==> src/design/mfd_pkg.sv <==
// shared types and helpers for the minifloat to double converter
// no dependencies
package mfd_pkg;

  localparam int unsigned SigWidth = 53;

  localparam logic [1:0] CfgTotalWidth = 2'd0;
  localparam logic [1:0] CfgExpWidth   = 2'd1;
  localparam logic [1:0] CfgManWidth   = 2'd2;

  typedef struct packed {
    logic [6:0] total_width;
    logic [3:0] exp_width;
    logic [5:0] man_width;
  } cfg_t;

  typedef struct packed {
    logic        sign;
    logic        bad;
    logic [10:0] efield;
    logic [51:0] mfield;
  } unpack_t;

  typedef struct packed {
    logic               sign;
    logic               bad;
    logic               zero;
    logic [52:0]        sig;
    logic signed [12:0] e2;
    logic [5:0]         msb;
  } norm_t;

  function automatic logic [63:0] low_mask(input logic [6:0] w);
    logic [63:0] m;
    if (w >= 7'd64) begin
      m = '1;
    end else begin
      m = (64'd1 << w) - 64'd1;
    end
    return m;
  endfunction

endpackage

==> src/design/mfd_unpack.sv <==
// stage 1: config check and field extraction from the raw word
// depends on mfd_pkg
module mfd_unpack import mfd_pkg::*; #(
  parameter int unsigned RAW_WIDTH = 64
) (
  input  logic                 clk_i,
  input  logic                 rst_ni,
  input  logic                 en_i,
  input  logic                 vld_i,
  input  logic [RAW_WIDTH-1:0] raw_i,
  input  cfg_t                 cfg_i,
  output logic                 vld_o,
  output unpack_t              data_o
);

  logic        vld_q;
  unpack_t     data_q, data_d;
  logic [63:0] raw;
  logic [6:0]  sh_e, sh_m;
  logic [7:0]  used;

  always_comb begin
    raw  = 64'(raw_i) & low_mask(cfg_i.total_width);
    used = 8'(cfg_i.exp_width) + 8'(cfg_i.man_width) + 8'd1;
    sh_e = cfg_i.total_width - 7'd1 - 7'(cfg_i.exp_width);
    sh_m = sh_e - 7'(cfg_i.man_width);
    data_d.bad = (cfg_i.exp_width < 4'd2) || (cfg_i.exp_width > 4'd11) ||
                 (cfg_i.man_width < 6'd1) || (cfg_i.man_width > 6'd52) ||
                 (32'(cfg_i.total_width) > RAW_WIDTH) ||
                 (used > 8'(cfg_i.total_width));
    data_d.sign   = raw[6'(cfg_i.total_width - 7'd1)];
    data_d.efield = 11'((raw >> sh_e) & low_mask(7'(cfg_i.exp_width)));
    data_d.mfield = 52'((raw >> sh_m) & low_mask(7'(cfg_i.man_width)));
  end

  always_ff @(posedge clk_i or negedge rst_ni) begin
    if (!rst_ni) begin
      vld_q <= 1'b0;
    end else if (en_i) begin
      vld_q <= vld_i;
    end
  end

  always_ff @(posedge clk_i) begin
    if (en_i) begin
      data_q <= data_d;
    end
  end

  assign vld_o  = vld_q;
  assign data_o = data_q;

endmodule

==> src/design/mfd_norm.sv <==
// stage 2: significand, unbiased exponent and leading one position
// depends on mfd_pkg
module mfd_norm import mfd_pkg::*; (
  input  logic    clk_i,
  input  logic    rst_ni,
  input  logic    en_i,
  input  logic    vld_i,
  input  unpack_t data_i,
  input  cfg_t    cfg_i,
  output logic    vld_o,
  output norm_t   data_o
);

  logic        vld_q;
  norm_t       data_q, data_d;
  logic [12:0] bias;

  always_comb begin
    bias = (13'd1 << (cfg_i.exp_width - 4'd1)) - 13'd1;
    data_d.sign = data_i.sign;
    data_d.bad  = data_i.bad;
    data_d.zero = (data_i.efield == 11'd0) && (data_i.mfield == 52'd0);
    if (data_i.efield == 11'd0) begin
      data_d.sig = {1'b0, data_i.mfield};
      data_d.e2  = 13'sd1 - $signed(bias);
    end else begin
      data_d.sig = (53'd1 << cfg_i.man_width) | {1'b0, data_i.mfield};
      data_d.e2  = $signed({2'b00, data_i.efield}) - $signed(bias);
    end
    // leading one search, highest set bit wins
    data_d.msb = 6'd0;
    for (int i = 0; i < SigWidth; i++) begin
      if (data_d.sig[i]) begin
        data_d.msb = 6'(i);
      end
    end
  end

  always_ff @(posedge clk_i or negedge rst_ni) begin
    if (!rst_ni) begin
      vld_q <= 1'b0;
    end else if (en_i) begin
      vld_q <= vld_i;
    end
  end

  always_ff @(posedge clk_i) begin
    if (en_i) begin
      data_q <= data_d;
    end
  end

  assign vld_o  = vld_q;
  assign data_o = data_q;

endmodule

==> src/design/mfd_pack.sv <==
// stage 3: double exponent, range checks and binary64 assembly
// depends on mfd_pkg
module mfd_pack import mfd_pkg::*; (
  input  logic        clk_i,
  input  logic        rst_ni,
  input  logic        en_i,
  input  logic        vld_i,
  input  norm_t       data_i,
  input  cfg_t        cfg_i,
  output logic        vld_o,
  output logic [63:0] bits_o,
  output logic        ovf_o,
  output logic        bad_o
);

  logic               vld_q;
  logic [63:0]        bits_q, bits_d;
  logic               ovf_q, ovf_d, bad_q;
  logic signed [12:0] dexp, sub_sh;
  logic [52:0]        shifted;

  always_comb begin
    dexp   = data_i.e2 - $signed({7'd0, cfg_i.man_width}) + $signed({7'd0, data_i.msb});
    sub_sh = data_i.e2 - $signed({7'd0, cfg_i.man_width}) + 13'sd1074;
    bits_d = {data_i.sign, 63'd0};
    ovf_d  = 1'b0;
    shifted = '0;
    if (data_i.bad) begin
      bits_d = '0;
    end else if (data_i.zero) begin
      bits_d = {data_i.sign, 63'd0};
    end else if (dexp > 13'sd1023) begin
      bits_d = {data_i.sign, 11'h7ff, 52'd0};
      ovf_d  = 1'b1;
    end else if (dexp >= -13'sd1022) begin
      shifted = data_i.sig << (6'd52 - data_i.msb);
      bits_d  = {data_i.sign, 11'(dexp + 13'sd1023), shifted[51:0]};
    end else begin
      // double subnormal
      if (sub_sh >= 13'sd0 && sub_sh < 13'sd64) begin
        shifted = data_i.sig << sub_sh[5:0];
      end
      bits_d = {data_i.sign, 11'd0, shifted[51:0]};
    end
  end

  always_ff @(posedge clk_i or negedge rst_ni) begin
    if (!rst_ni) begin
      vld_q <= 1'b0;
    end else if (en_i) begin
      vld_q <= vld_i;
    end
  end

  always_ff @(posedge clk_i) begin
    if (en_i) begin
      bits_q <= bits_d;
      ovf_q  <= ovf_d;
      bad_q  <= data_i.bad;
    end
  end

  assign vld_o  = vld_q;
  assign bits_o = bits_q;
  assign ovf_o  = ovf_q;
  assign bad_o  = bad_q;

endmodule

==> src/design/minifloat_to_double_converter_unit.sv <==
// top level of the minifloat to double converter, config registers and stall control
// depends on mfd_pkg, mfd_unpack, mfd_norm, mfd_pack
// Converts a custom-width float (sign, exp_width exponent bits, man_width fraction
// bits in the low total_width bits of raw_bits_i) to its IEEE binary64 pattern.
// Three register stages: field extraction, significand and leading-one search, then
// exponent range check and packing. One request is taken every cycle unless the pipe
// is stalled. The whole pipe advances together and holds when a result waits on
// out_ready_i. Configuration is written through cfg_we_i/cfg_idx_i/cfg_wdata_i and
// must only change while the pipe is empty.
module minifloat_to_double_converter_unit import mfd_pkg::*; #(
  parameter int unsigned RAW_WIDTH = 64
) (
  input  logic                 clk_i,
  input  logic                 rst_ni,
  input  logic                 cfg_we_i,
  input  logic [1:0]           cfg_idx_i,
  input  logic [6:0]           cfg_wdata_i,
  input  logic                 in_valid_i,
  output logic                 in_ready_o,
  input  logic [RAW_WIDTH-1:0] raw_bits_i,
  output logic                 out_valid_o,
  input  logic                 out_ready_i,
  output logic [63:0]          double_bits_o,
  output logic                 overflowed_o,
  output logic                 bad_config_o
);

  cfg_t    cfg_q;
  logic    en;
  logic    v1, v2;
  unpack_t d1;
  norm_t   d2;

  always_ff @(posedge clk_i or negedge rst_ni) begin
    if (!rst_ni) begin
      cfg_q.total_width <= 7'd32;
      cfg_q.exp_width   <= 4'd8;
      cfg_q.man_width   <= 6'd23;
    end else if (cfg_we_i) begin
      case (cfg_idx_i)
        CfgTotalWidth: cfg_q.total_width <= cfg_wdata_i;
        CfgExpWidth:   cfg_q.exp_width   <= cfg_wdata_i[3:0];
        CfgManWidth:   cfg_q.man_width   <= cfg_wdata_i[5:0];
        default: ;
      endcase
    end
  end

  assign en         = !out_valid_o || out_ready_i;
  assign in_ready_o = en;

  mfd_unpack #(.RAW_WIDTH(RAW_WIDTH)) u_unpack (
    .clk_i  (clk_i),
    .rst_ni (rst_ni),
    .en_i   (en),
    .vld_i  (in_valid_i),
    .raw_i  (raw_bits_i),
    .cfg_i  (cfg_q),
    .vld_o  (v1),
    .data_o (d1)
  );

  mfd_norm u_norm (
    .clk_i  (clk_i),
    .rst_ni (rst_ni),
    .en_i   (en),
    .vld_i  (v1),
    .data_i (d1),
    .cfg_i  (cfg_q),
    .vld_o  (v2),
    .data_o (d2)
  );

  mfd_pack u_pack (
    .clk_i  (clk_i),
    .rst_ni (rst_ni),
    .en_i   (en),
    .vld_i  (v2),
    .data_i (d2),
    .cfg_i  (cfg_q),
    .vld_o  (out_valid_o),
    .bits_o (double_bits_o),
    .ovf_o  (overflowed_o),
    .bad_o  (bad_config_o)
  );

  a_ovf_inf: assert property (@(posedge clk_i) disable iff (!rst_ni)
    out_valid_o && overflowed_o |-> double_bits_o[62:0] == {11'h7ff, 52'd0} && !bad_config_o)
    else $error("overflow without infinity");

  a_bad_zero: assert property (@(posedge clk_i) disable iff (!rst_ni)
    out_valid_o && bad_config_o |-> double_bits_o == 64'd0 && !overflowed_o)
    else $error("bad config with nonzero result");

  a_stall_hold: assert property (@(posedge clk_i) disable iff (!rst_ni)
    v2 && out_valid_o && !out_ready_i |=> v2)
    else $error("item lost in stalled pipe");

endmodule
==> config.mk <==
export PLATFORM = sky130hd
export DESIGN_NAME = minifloat_to_double_converter_unit
export DESIGN_NICKNAME = d
export VERILOG_FILES = /design/src/design/mfd_pkg.sv /design/src/design/mfd_unpack.sv /design/src/design/mfd_norm.sv /design/src/design/mfd_pack.sv /design/src/design/minifloat_to_double_converter_unit.sv
export SDC_FILE = /design/constraint.sdc
export NUM_CORES = 2
export LEC_CHECK = 0
export ABC_AREA = 1
export ABC_CLOCK_PERIOD_IN_PS = 11120
export BUFFER_PORTS_ARGS = -buffer_cell sky130_fd_sc_hd__buf_2
export CORE_MARGIN = 5
export CORE_UTILIZATION = 45
export CTS_BUF_LIST = sky130_fd_sc_hd__clkbuf_16
export DETAILED_ROUTE_END_ITERATION = 10
export HOLD_SLACK_MARGIN = 0.02
export PLACE_DENSITY_LB_ADDON = 0.25
export SYNTH_ARGS = -nofsm -noshare
export SYNTH_HDL_FRONTEND = slang
export SYNTH_SLANG_ARGS = --single-unit
==> constraint.sdc <==
create_clock -name clk_i -period 11.12 [get_ports clk_i]
set_input_delay 2.78 -clock clk_i [delete_from_list [all_inputs] [get_ports clk_i]]
set_output_delay 2.78 -clock clk_i [all_outputs]
set_load 0.1 [all_outputs]
* Word-level counts from Yosys, hierarchy flattened
Cells that the tools add are included. W data, S select, Z words.
Operators by class: shifts and indexed selects 9, magnitude comparators 12, reductions and logical operators 19, equal/unequal tests 2, bitwise operators 4, add/subtract/negate cells 17, multiply operators 0, multiplexer cells 59, div/mod/pow operators 0
Operator list (number):
- $mux W5 | 32
- $mux W63 | 2
- $shl A53 B6 Y52 | 2
- $mux W66 | 1
- $and A64 B64 Y64 | 1
- $mux W64 | 1
- $shl A1 B7 Y64 const A | 1
- $shr A64 B7 Y11 | 1
- $shr A64 B7 Y52 | 1
- $sub A64 B1 Y64 const B | 1
- $or A53 B52 Y53 | 1
- $shl A1 B6 Y53 const A | 1
- $and A52 B52 Y52 | 1
- $logic_not A52 Y1 | 1
- $mux W52 | 1
- $shl A1 B6 Y52 const A | 1
- $sub A52 B1 Y52 const B | 1
- $mux W4 | 8
- $mux W3 | 8
- $reduce_or A21 Y1 | 1
- $add A13 B12 Y13 const B | 1
- $add A13 B7 Y13 | 1
- $ge A13 B1 Y1 const B | 1
- $ge A13 B11 Y1 const B | 1
- 40 further kinds | 51
Storage, ports and cells: memories kept 0, memory bits (read-only) 0, bits in latches 0, memory bits (writable) 0, register bits 226, bits of input ports 78, word-level logic and storage cells 145

* Longest topological paths before layout
depth in word-level cells 56, mapped depth 56, depth with buffers taken out 56

* Modules after synthesis
A second synthesis with hierarchy kept.
Second synthesis, totals: cells, all modules 5872, area, all modules 33719.8 um^2
By module, submodules not included:
- mfd_unpack | cells an instance 3214, times used 1, area each 16975.0 um^2, seq. area each 1976.9 um^2
- mfd_pack | cells an instance 2007, times used 1, area each 11369.7 um^2, seq. area each 2006.9 um^2
- mfd_norm | cells an instance 572, times used 1, area each 4634.4 um^2, seq. area each 2277.2 um^2
- minifloat_to_double_converter_unit | cells an instance 79, times used 1, area each 740.7 um^2, seq. area each 432.9 um^2

* Worst setup path after synthesis
OpenSTA, ideal clock, no wires.
kind input-to-output, start point input port out_ready_i, end point output port in_ready_o, data arrival time 7801 ps, slack 539 ps, stages 2, path through inv_1 nand2_1
Between the ends: word-level cells in the longest chain between the ends 1
Ends and longest elaborated chain:
- start, declared | RTL line minifloat_to_double_converter_unit.sv:22 | input logic out_ready_i,
- $logic_or A1 B1 Y1 | RTL line minifloat_to_double_converter_unit.sv:49 | assign en = !out_valid_o || out_ready_i;
- end, declared | RTL line minifloat_to_double_converter_unit.sv:19 | output logic in_ready_o,
Every way passes these cells.

==> impl_metrics.yaml <==
clock_tree:
  cts_sinks: 225
  numCtsBuffers: 29
  insertion_delay_ns: 0.61
  clk_pin_slew_worst_paths_ns: 0.06
  h-tree-depth: 1
  cts_resized: 0
  clk_path_buf_depth: 3
  tritoncts: "done"
  cts_setup_buffers: 0
  cts_root_buffer: "clkbuf_16"
  hold_buffers: 0
finish:
  layout_common_cells: "1171 x nand2_1, 696 x o21ai_0, 492 x inv_1, 465 x nor2_1, 226 x a21oi_1"
  fillers: 6676
  syn2layout_area_growth_pct: 8.223
  drive_above_1_share_pct: 8.135
  final_nets: 4707
  diodes: 0
  final_common_cell: "nand2_1"
routing:
  first_pass_iters: 8
  via_per_inst: 5.936
  drtIter0Drc: 4428
  vias: 32240
  post-route-drc-count: 0
  wl_per_cell_um: 21.23
  postRouteAntennaNets: 0
  wl_um: 115300
synth:
  ys_seq_area_share_pct: 23.56
  synth_edf_count: 205
  ys_warn_count: 0
  async_flop_share_pct: 8.889
  synth.avg_cell_area_um2: 6.135
  syn_inst: 4610
  ys_ff_latch: 225
  ys_types: 74
  synth_flop_cell: "edfxtp_1"
  syn_nets: 4755
  syn_area_um2: 28280
placement:
  hpwlAfterDp_um: 90750
  gp_congestion: 1.036
  portBuffers: 145
timing:
  relSlewSlack_pct: 14.62
  fin_crit_sh_pct: 69.32
  rsz0062_at_grt: "false"
  timing.fmax_mhz: 129.7
  setup-tns-final_ns: 0
  setup_viol: 0
  hold_violations: 0
  period_needed_ns: 7.708
  slew_violations: 0
  fin_skew_ns: 0.04760
  worst_slew_pin_slew_ns: 1.267
die:
  dieArea_um2: 67970
  core_um2: 62620
  initial_core_util_pct: 45.17
  die_w_um: 260.7
  num_rows: 92
  fp.dieH_um: 260.7
  pin_count: 146
global_routing:
  grt_pass1_vias: 28640
  grt_max_degree: 163
  antenna_found_initial: 0
  overflow: 0
  grt_pass1_wl_um: 172000
  gr-usage-all-layers_pct: 32.41
setup_path:
  worstSetupPathType: "reg2reg"
  required_ns: 11.54
  worst_ep_arrival_time_ns: 8.13
  rrSetupSlack_ns: 3.41
  path_max_fanout: 40
  end_kind: "register"
  start_kind: "register"
worst_hold_path:
  hold_class: "reg2reg"
outcome:
  status: "complete, no violations"
job:
  cap_violations: 0
==> kinds of logic (layout without fill, tap and decap cells) <==
logic type	after synthesis	in the layout	synth area share, %
AND/OR/NAND/NOR	2019	2019	29.59
AO/OA/AOI/OAI	1258	1258	25.13
buffers and inverters	814	789	10.99
flip-flops	225	225	23.56
multiplexers	128	128	4.534
XOR/XNOR	99	99	3.066
adder cells (fa/ha/maj)	67	67	3.123
==> final timing paths <==
path | from | to | cells after the start
max | cfg_q[10]$_DFFE_PN0P_ | u_unpack.data_o[49]$_DFFE_PP_ | 23
min | u_unpack.data_o[64]$_DFFE_PP_ | u_norm.data_o[74]$_DFFE_PP_ | 0
max reg2reg | cfg_q[10]$_DFFE_PN0P_ | u_unpack.data_o[49]$_DFFE_PP_ | 23
min reg2reg | u_unpack.data_o[64]$_DFFE_PP_ | u_norm.data_o[74]$_DFFE_PP_ | 0
max in group asynchronous | rst_ni | cfg_q[0]$_DFFE_PN1P_ | 1
min in group asynchronous | rst_ni | cfg_q[13]$_DFFE_PN0P_ | 1
==> metal layers <==
layer / vias up / wire length (um) / track usage, %
met5: - / 0 / 0
met4: 0 / 5604 / 12.83
met3: 289 / 11410 / 4.122
met2: 1827 / 49460 / 49.56
met1: 14700 / 48840 / 46.49
li1: 15420 / - / -
==> final cells by class <==
class                           count  area [um2]  area share (%)
Sequential cell                   225        6664           21.77
Multi-Input combinational cell   3571       18660           60.95
Inverter                          532        1998           6.528
Timing Repair Buffer              203        1174           3.834
Tap cell                          846        1059           3.458
Clock buffer                       29       725.7           2.371
Clock inverter                     25       334.1           1.091
==> worst max-delay path, stage by stage (launching register included) <==
cell and delay (ns):
dfrtp_1 0.31, buf_4 0.34, inv_1 0.50, ha_1 0.87
clkinv_1 0.62, ha_1 0.48, a21oi_1 0.15, nor2_1 0.06
or3_1 0.30, nand2_1 0.06, buf_4 0.34, inv_1 0.46
ha_1 0.55, a21oi_1 0.20, nand2_1 0.08, nand2_1 0.07
nand2_1 0.05, a21oi_1 0.14, xor2_1 0.16, buf_4 0.26
clkinv_1 0.11, nor2_1 0.55, clkinv_1 0.48, nor4_1 0.36
==> per-stage QoR <==
step | util (%) | hold slack (ns) | cells | worst slack [ns] | cell area, um2
after floorplan | - | 0.4003 | 4610 | 0.5391 | 28280
after global placement | 47.19 | 0.4044 | 5377 | 3.649 | 29550
after detailed placement | 47.19 | 0.4093 | 5377 | 3.584 | 29550
after CTS | 48.88 | 0.4223 | 5431 | 3.597 | 30610
after global routing | 48.88 | 0.4392 | 5431 | 2.751 | 30610
final | 48.88 | 0.4251 | 5431 | 3.412 | 30610
==> cell usage after synthesis (all sizes together), types with 2 or more instances <==
master	n	area share [%]
o211ai	87	2.3
or2	21	0.46
or4	4	0.11
nor3	80	1.5
a31oi	29	0.69
nor2	480	6.6
nand3b	6	0.16
inv	518	6.9
a311oi	10	0.31
a2111oi	6	0.32
a22o	2	0.062
xnor2	28	0.87
o2111ai	10	0.31
dfstp	6	0.56
clkinv	14	0.19
and2	13	0.29
o32ai	6	0.19
a211oi	49	1.3
a21boi	4	0.11
dfrtp	14	1.2
o311ai	8	0.25
mux2i	127	4.5
a22oi	4	0.11
nand4	38	0.84
fa	6	0.42
xor2	71	2.2
edfxtp	205	22
o31ai	5	0.13
clkbuf	227	3.0
o21ai	763	14
nand3	148	2.7
a21oi	227	4.0
and3	4	0.088
or3	3	0.066
o21bai	8	0.21
o22ai	12	0.27
o41ai	2	0.062
nand2	1178	16
ha	61	2.7
a221oi	8	0.25
o211a	3	0.11
o221ai	11	0.34
nor4	44	1.0
buf	55	0.91
==> sequential cells by signal, summed over array words and instances, names as in the netlist, 17 cells and up <==
register	flops
u_pack.bits_o	64
u_unpack.data_o	65
u_norm.data_o	74
cfg_q	17
Power is left out: the tool's default activity adds up to more than one toggle a clock period on the data nets, which glitch-free logic cannot reach.
